## src/swmax_pkg.sv

```systemverilog
package swmax_pkg;

    localparam int DEF_MAX_WINDOW   = 64;
    localparam int DEF_SAMPLE_WIDTH = 16;
    localparam int CFG_WIDTH        = 7;

    localparam logic [CFG_WIDTH-1:0] WINDOW_RESET = 7'd3;

endpackage

```

## src/swmax_cell.sv

```systemverilog
module swmax_cell #(
    parameter int SAMPLE_WIDTH = swmax_pkg::DEF_SAMPLE_WIDTH
) (
    input  logic                           aclk,
    input  logic                           advance,
    input  logic                           seq_start,
    input  logic signed [SAMPLE_WIDTH-1:0] new_value,
    input  logic signed [SAMPLE_WIDTH-1:0] prev_value,
    output logic signed [SAMPLE_WIDTH-1:0] max_next,
    output logic signed [SAMPLE_WIDTH-1:0] max_value
);

    logic signed [SAMPLE_WIDTH-1:0] max_reg;

    // keep the neighbor's running maximum only while it beats the new word and no sequence starts
    always_comb begin
        if (seq_start || (prev_value <= new_value)) begin
            max_next = new_value;
        end else begin
            max_next = prev_value;
        end
    end

    always_ff @(posedge aclk) begin
        if (advance) begin
            max_reg <= max_next;
        end
    end

    assign max_value = max_reg;

endmodule

```

## src/swmax_ctrl.sv

```systemverilog
module swmax_ctrl #(
    parameter int MAX_WINDOW = swmax_pkg::DEF_MAX_WINDOW,
    localparam int CNT_W     = $clog2(MAX_WINDOW + 1),
    localparam int IDX_W     = (MAX_WINDOW > 1) ? $clog2(MAX_WINDOW) : 1
) (
    input  logic                           aclk,
    input  logic                           aresetn,
    input  logic                           cfg_we,
    input  logic [swmax_pkg::CFG_WIDTH-1:0] cfg_wdata,
    input  logic                           advance,
    input  logic                           seq_start,
    output logic [IDX_W-1:0]               sel,
    output logic                           emit
);

    logic [swmax_pkg::CFG_WIDTH-1:0] window_size_reg;
    logic [CNT_W-1:0]                seen_reg;
    logic [CNT_W-1:0]                seen_next;
    logic [CNT_W-1:0]                eff_window;

    // clamp the programmed size into 1..MAX_WINDOW
    always_comb begin
        if (window_size_reg == '0) begin
            eff_window = CNT_W'(1);
        end else if (int'(window_size_reg) > MAX_WINDOW) begin
            eff_window = CNT_W'(MAX_WINDOW);
        end else begin
            eff_window = CNT_W'(window_size_reg);
        end
    end

    always_comb begin
        seen_next = seen_reg;
        if (advance) begin
            if (seq_start) begin
                seen_next = CNT_W'(1);
            end else if (seen_reg >= eff_window) begin
                seen_next = eff_window;
            end else begin
                seen_next = seen_reg + CNT_W'(1);
            end
        end
    end

    always_ff @(posedge aclk) begin
        if (!aresetn) begin
            window_size_reg <= swmax_pkg::WINDOW_RESET;
            seen_reg        <= '0;
        end else begin
            if (cfg_we) begin
                window_size_reg <= cfg_wdata;
            end
            seen_reg <= seen_next;
        end
    end

    assign emit = (seen_next >= eff_window);
    assign sel  = IDX_W'(eff_window - CNT_W'(1));

endmodule

```

## src/sliding_window_maximum_top.sv

```systemverilog
// A result word is valid in the cycle after its sample word is accepted. Throughput:
// one sample word per cycle unless stalled; each cell does one compare per word
// against its neighbor, and the output register takes the cell picked by the window.
// Reset (aresetn low, synchronous): window size returns to 3, sample count and
// output valid clear; no clearing pass, the first word may be taken right after.
module sliding_window_maximum_top #(
    parameter int MAX_WINDOW   = swmax_pkg::DEF_MAX_WINDOW,
    parameter int SAMPLE_WIDTH = swmax_pkg::DEF_SAMPLE_WIDTH
) (
    input  logic                            aclk,
    input  logic                            aresetn,
    input  logic                            cfg_we,
    input  logic [swmax_pkg::CFG_WIDTH-1:0] cfg_wdata,
    input  logic                            s_valid,
    output logic                            s_ready,
    input  logic signed [SAMPLE_WIDTH-1:0]  s_sample_value,
    input  logic                            s_sequence_start,
    output logic                            m_valid,
    input  logic                            m_ready,
    output logic signed [SAMPLE_WIDTH-1:0]  m_window_max
);

    localparam int IDX_W = (MAX_WINDOW > 1) ? $clog2(MAX_WINDOW) : 1;

    logic signed [SAMPLE_WIDTH-1:0] cell_next  [MAX_WINDOW];
    logic signed [SAMPLE_WIDTH-1:0] cell_value [MAX_WINDOW];
    logic                           advance;
    logic                           emit;
    logic [IDX_W-1:0]               sel;
    logic                           m_valid_reg;
    logic                           m_valid_next;
    logic signed [SAMPLE_WIDTH-1:0] m_window_max_reg;

    assign s_ready = !m_valid_reg || m_ready;
    assign advance = s_valid && s_ready;

    swmax_ctrl #(
        .MAX_WINDOW (MAX_WINDOW)
    ) u_ctrl (
        .aclk      (aclk),
        .aresetn   (aresetn),
        .cfg_we    (cfg_we),
        .cfg_wdata (cfg_wdata),
        .advance   (advance),
        .seq_start (s_sequence_start),
        .sel       (sel),
        .emit      (emit)
    );

    for (genvar i = 0; i < MAX_WINDOW; i++) begin : g_cell
        if (i == 0) begin : g_head
            swmax_cell #(
                .SAMPLE_WIDTH (SAMPLE_WIDTH)
            ) u_cell (
                .aclk       (aclk),
                .advance    (advance),
                .seq_start  (s_sequence_start),
                .new_value  (s_sample_value),
                .prev_value (s_sample_value),
                .max_next   (cell_next[i]),
                .max_value  (cell_value[i])
            );
        end else begin : g_body
            swmax_cell #(
                .SAMPLE_WIDTH (SAMPLE_WIDTH)
            ) u_cell (
                .aclk       (aclk),
                .advance    (advance),
                .seq_start  (s_sequence_start),
                .new_value  (s_sample_value),
                .prev_value (cell_value[i-1]),
                .max_next   (cell_next[i]),
                .max_value  (cell_value[i])
            );
        end
    end

    always_comb begin
        if (advance) begin
            m_valid_next = emit;
        end else if (m_ready) begin
            m_valid_next = 1'b0;
        end else begin
            m_valid_next = m_valid_reg;
        end
    end

    always_ff @(posedge aclk) begin
        if (!aresetn) begin
            m_valid_reg <= 1'b0;
        end else begin
            m_valid_reg <= m_valid_next;
        end
    end

    always_ff @(posedge aclk) begin
        if (advance && emit) begin
            m_window_max_reg <= cell_next[sel];
        end
    end

    assign m_valid      = m_valid_reg;
    assign m_window_max = m_window_max_reg;

endmodule

```

## config.mk

```make
export PLATFORM = sky130hd
export DESIGN_NAME = sliding_window_maximum_top
export DESIGN_NICKNAME = d
export VERILOG_FILES = /design/src/swmax_pkg.sv /design/src/swmax_cell.sv /design/src/swmax_ctrl.sv /design/src/sliding_window_maximum_top.sv
export SDC_FILE = /design/constraint.sdc
export NUM_CORES = 2
export LEC_CHECK = 0
export ABC_CLOCK_PERIOD_IN_PS = 48100
export BUFFER_PORTS_ARGS = -buffer_cell sky130_fd_sc_hd__buf_2
export CAP_MARGIN = 30
export CELL_PAD_IN_SITES_DETAIL_PLACEMENT = 0
export CELL_PAD_IN_SITES_GLOBAL_PLACEMENT = 1
export CORE_MARGIN = 4
export CORE_UTILIZATION = 50
export DETAILED_ROUTE_END_ITERATION = 12
export GPL_ROUTABILITY_DRIVEN = 1
export PLACE_DENSITY = 0.79
export REMOVE_ABC_BUFFERS = 1
export SLEW_MARGIN = 20
export SYNTH_ARGS = -nofsm -noshare
export SYNTH_HDL_FRONTEND = slang
export SYNTH_SLANG_ARGS = --single-unit
```

## constraint.sdc

```tcl
create_clock -name aclk -period 48.1 [get_ports aclk]
set_input_delay 2.405 -clock aclk [delete_from_list [all_inputs] [get_ports aclk]]
set_output_delay 2.405 -clock aclk [all_outputs]
set_load 0.02 [all_outputs]
```

==> summary.txt <==
Clock tree
  • CTS Hold Bufs: 0
  • TritonCTS clock tree: yes
  • Clock tree sinks: between 1000 and 1500
  • CTS buffer count: 131
  • Clock Pin Slew Worst Setup and Hold Paths: around 0.060 ns
  • Clock latency at the later pin of the worst-skew pair: 0.79 ns
  • Root Driver: clkbuf_16
  • Post-CTS Resized: 0
  • Total setup buffers inserted after CTS: 0
  • Maximum clock insertion buffer count: 3
  • CTS H-Tree Depth: 4

Global routing
  • First-pass GRT wire length: 483000 µm
  • Vias in the first global route: just under 70000
  • Initial antenna violation count: 30
  • GRT Util Overall: 0.403
  • Grt total ovfl: 0
  • Largest net degree at the start of global routing: roughly 160

Floorplan
  • DIE WIDTH: about 400 µm
  • Height of the die: 404 µm
  • Initial core utilization: 0.502
  • Die area: 163000 µm²
  • Core Footprint: 156000 µm²
  • # IOs: 47
  • # rows: 145

Route
  • WL met1: 131000 µm
  • Total number of vias: 71200
  • WL met2: 140000 µm
  • Remaining antenna violation count: 0
  • DRT Pass-1 Iters: 9
  • WL/cell: between 30 and 40 µm
  • Final wirelength: ~340000 µm
  • Vias per cell: around 7.2
  • Top sig layer: met5
  • Residual DRC: 0
  • DRT iter0 DRCs: 10500
  • Met3 routed wirelength: 44800 µm

Timing
  • Final worst slack: 39.91 ns
  • Setup tns final: 0 ns
  • Relative slew slack: 0.217
  • Fin crit share: 0.170
  • Setup Skew: 0.0289 ns
  • Fmax: 0.122 GHz
  • Max Slew Vio Count: 0
  • Min Tclk post-route: 8.19 ns
  • Final Hold Fails: 0
  • Hold slack: 0.500 ns
  • Worst Max-Slew Pin Slew: 1.16 ns
  • Endpoints failing setup: 0
  • RSZ-0062 raised after global routing: no

Yosys
  • Post-synth cell types: 90
  • Avg Cell Area, Syn: 10.1 µm²
  • Mapped cell area: 78400 µm²
  • Register bit count reported by yosys: 1039
  • Synth Warn #: 0
  • Asr flop ratio synth: 0
  • Yosys top cell area share: 0.392
  • Ys flop type: edfxtp_1
  • Synthesized instance count: 7799
  • Synth top area cells: edfxtp_1, ha_1, mux2_2, o21ai_0, nand2_1
  • Dominant cell type by area after synthesis: edfxtp_1
  • Sequential area share after synthesis: 0.396
  • EDFF count, synth: 1024

Critical path
  • CP Max Fanout: 46
  • Cell Chain, Critical Path: buf_4 > inv_6 > buf_4 > buf_4 > ha_1 > nand4_1 > nor4_1 > a21boi_0 > a2111oi_0 > o21ai_1 > mux2_2 > mux4_2 > and2_1 > a2111oi_0 > buf_4 > o32ai_1
  • Req. time, crit path: 48.59 ns
  • Critical path launch point type: primary input
  • Buf+Inv Stages, Crit Path: 5
  • Worst path top cell family by delay: buffers and inverters
  • Crit path largest cell delay: between 0.8 and 0.9 ns
  • CP max-delay cell: a2111oi_0
  • CP endpoint kind: flip-flop
  • Most used cell, CP: buf_4
  • CP arrival: 8.69 ns
  • Critical path type: primary input to flip-flop

Power
  • Static Leak: 32.7 nW
  • PD cells: 39.4 nW/µm²
  • Max IR drop VDD: 0.0000441 V

Worst hold path
  • Hold crit path type: flip-flop to flip-flop

Placement
  • Place WS: 39.26 ns
  • PortBufs: 46
  • Dpl hpwl: 234000 µm
  • GPL Wtd Cong: 1.02

Run status
  • Outcome: finished clean

Layout
  • Fillers: between 10000 and 15000
  • Share of post-route cells with drive strength above 1: 0.136
  • # nets final: roughly 8800
  • Area growth from synthesis to layout: 9.25%
  • Utilization after layout: 0.549
  • Largest register FFs: 992

Run
  • Max-Cap Viols: 0
worst register-to-register path: stages (launching register included):
cell	delay, ns
dfxtp_1	0.68
nor3_1	0.15
a21o_4	0.36
inv_6	0.21
ha_4	0.24
xnor2_2	0.13
buf_4	0.44
buf_4	0.75
nand2_2	0.59
nor2_2	0.95
buf_4	0.34
o221a_2	0.20
o21ai_0	0.21
o211ai_1	0.20
a2111oi_1	0.10
clkdlybuf4s15_2	0.30
o31a_1	0.19
o41ai_1	0.36
placed cells by master, fill, tap and decap left out, drive strengths merged, types with 122 or more instances in the layout:
cell,instances
a21oi,484
buf,251
clkbuf,164
edfxtp,1024
ha,1024
inv,176
mux2,452
nand2,895
nand4,221
nor2,367
o21ai,814
o221ai,158
o22ai,122
layout make-up:
| cell class | count | area [µm²] | area share |
|---|---|---|---|
| sequential | 1039 | 31000 | 0.363 |
| clock buffer | 162 | 3500 | 0.0409 |
| multi-input combinational | 6115 | 45100 | 0.527 |
| antenna | 10 | 25.0 | 0.000292 |
| timing repair buffer | 255 | 1990 | 0.0233 |
| clock inverter | 72 | 637 | 0.00744 |
| inverter | 170 | 728 | 0.00850 |
| tap | 2058 | 2570 | 0.0301 |
per-layer routing:
layer  vias up  GRT usage
met5         -          0
met4        24      0.228
met3      1174      0.122
met2      4995      0.585
met1     34500      0.535
li1      30600          -
worst paths after layout:
path	endpoint	slack (ns)	from	cells past startpoint
min	u_ctrl.window_size_reg[0]$_SDFFE_PN1P_	0.50	u_ctrl.window_size_reg[0]$_SDFFE_PN1P_	2
min reg2reg	u_ctrl.window_size_reg[0]$_SDFFE_PN1P_	0.50	u_ctrl.window_size_reg[0]$_SDFFE_PN1P_	2
max	m_window_max[7]$_DFFE_PP_	39.91	s_sample_value[8]	16
max reg2reg	m_window_max[6]$_DFFE_PP_	41.50	u_ctrl.window_size_reg[6]$_SDFFE_PN0P_	17
logic make-up (layout without fill, tap and decap cells):
group,Yosys count,after routing,synth area share
AOI/OAI and AO/OA,2504,2504,0.210
and+or+nand+nor,2049,2049,0.123
DFF,1039,1039,0.396
adders and majority gates,1024,1024,0.163
buffers and inverters,645,659,0.0315
muxes,529,529,0.0752
xor gates and xnor gates,9,9,0.00101
other,0,10,0
through the flow:
stage                     instance area [µm²]  std cells  power (mW)
after floorplan                         76600       7324        1.93
after global placement                  81200       9617        2.31
after detailed placement                81300       9625        2.33
after CTS                               85400       9859        3.32
after global routing                    85600       9873        3.48
final                                   85600       9881        3.37
synthesized netlist by cell type, drive strengths merged (20+ instances only):
master	instances
o221a	57
o2111ai	27
inv	161
a21o	114
a211oi	56
a22oi	20
nand4	221
nand2	895
o211ai	98
or4	22
o21ai	814
and4	27
o32ai	21
clkbuf	414
and3	21
mux2i	76
o221ai	158
a221o	39
mux2	452
a221oi	43
o22ai	122
and2	31
nor2	367
ha	1024
edfxtp	1024
a31oi	55
a21oi	484
o22a	23
a2111oi	37
nor3	96
o31ai	30
or2	24
nand3	105
a211o	31
nand2b	46
nor4	59
o21a	50
or3	29
nor2b	72
buf	61
power by group:
part / leakage, nW / switching [mW] / total (mW) / internal, mW
Sequential: 10.2 / 0.134 / 1.29 / 1.16
Combinational: 20.5 / 0.712 / 1.08 / 0.370
Clock: 2.00 / 0.431 / 0.997 / 0.566
Total: 32.7 / 1.28 / 3.37 / 2.10
Power figures use the tool's default switching activity.
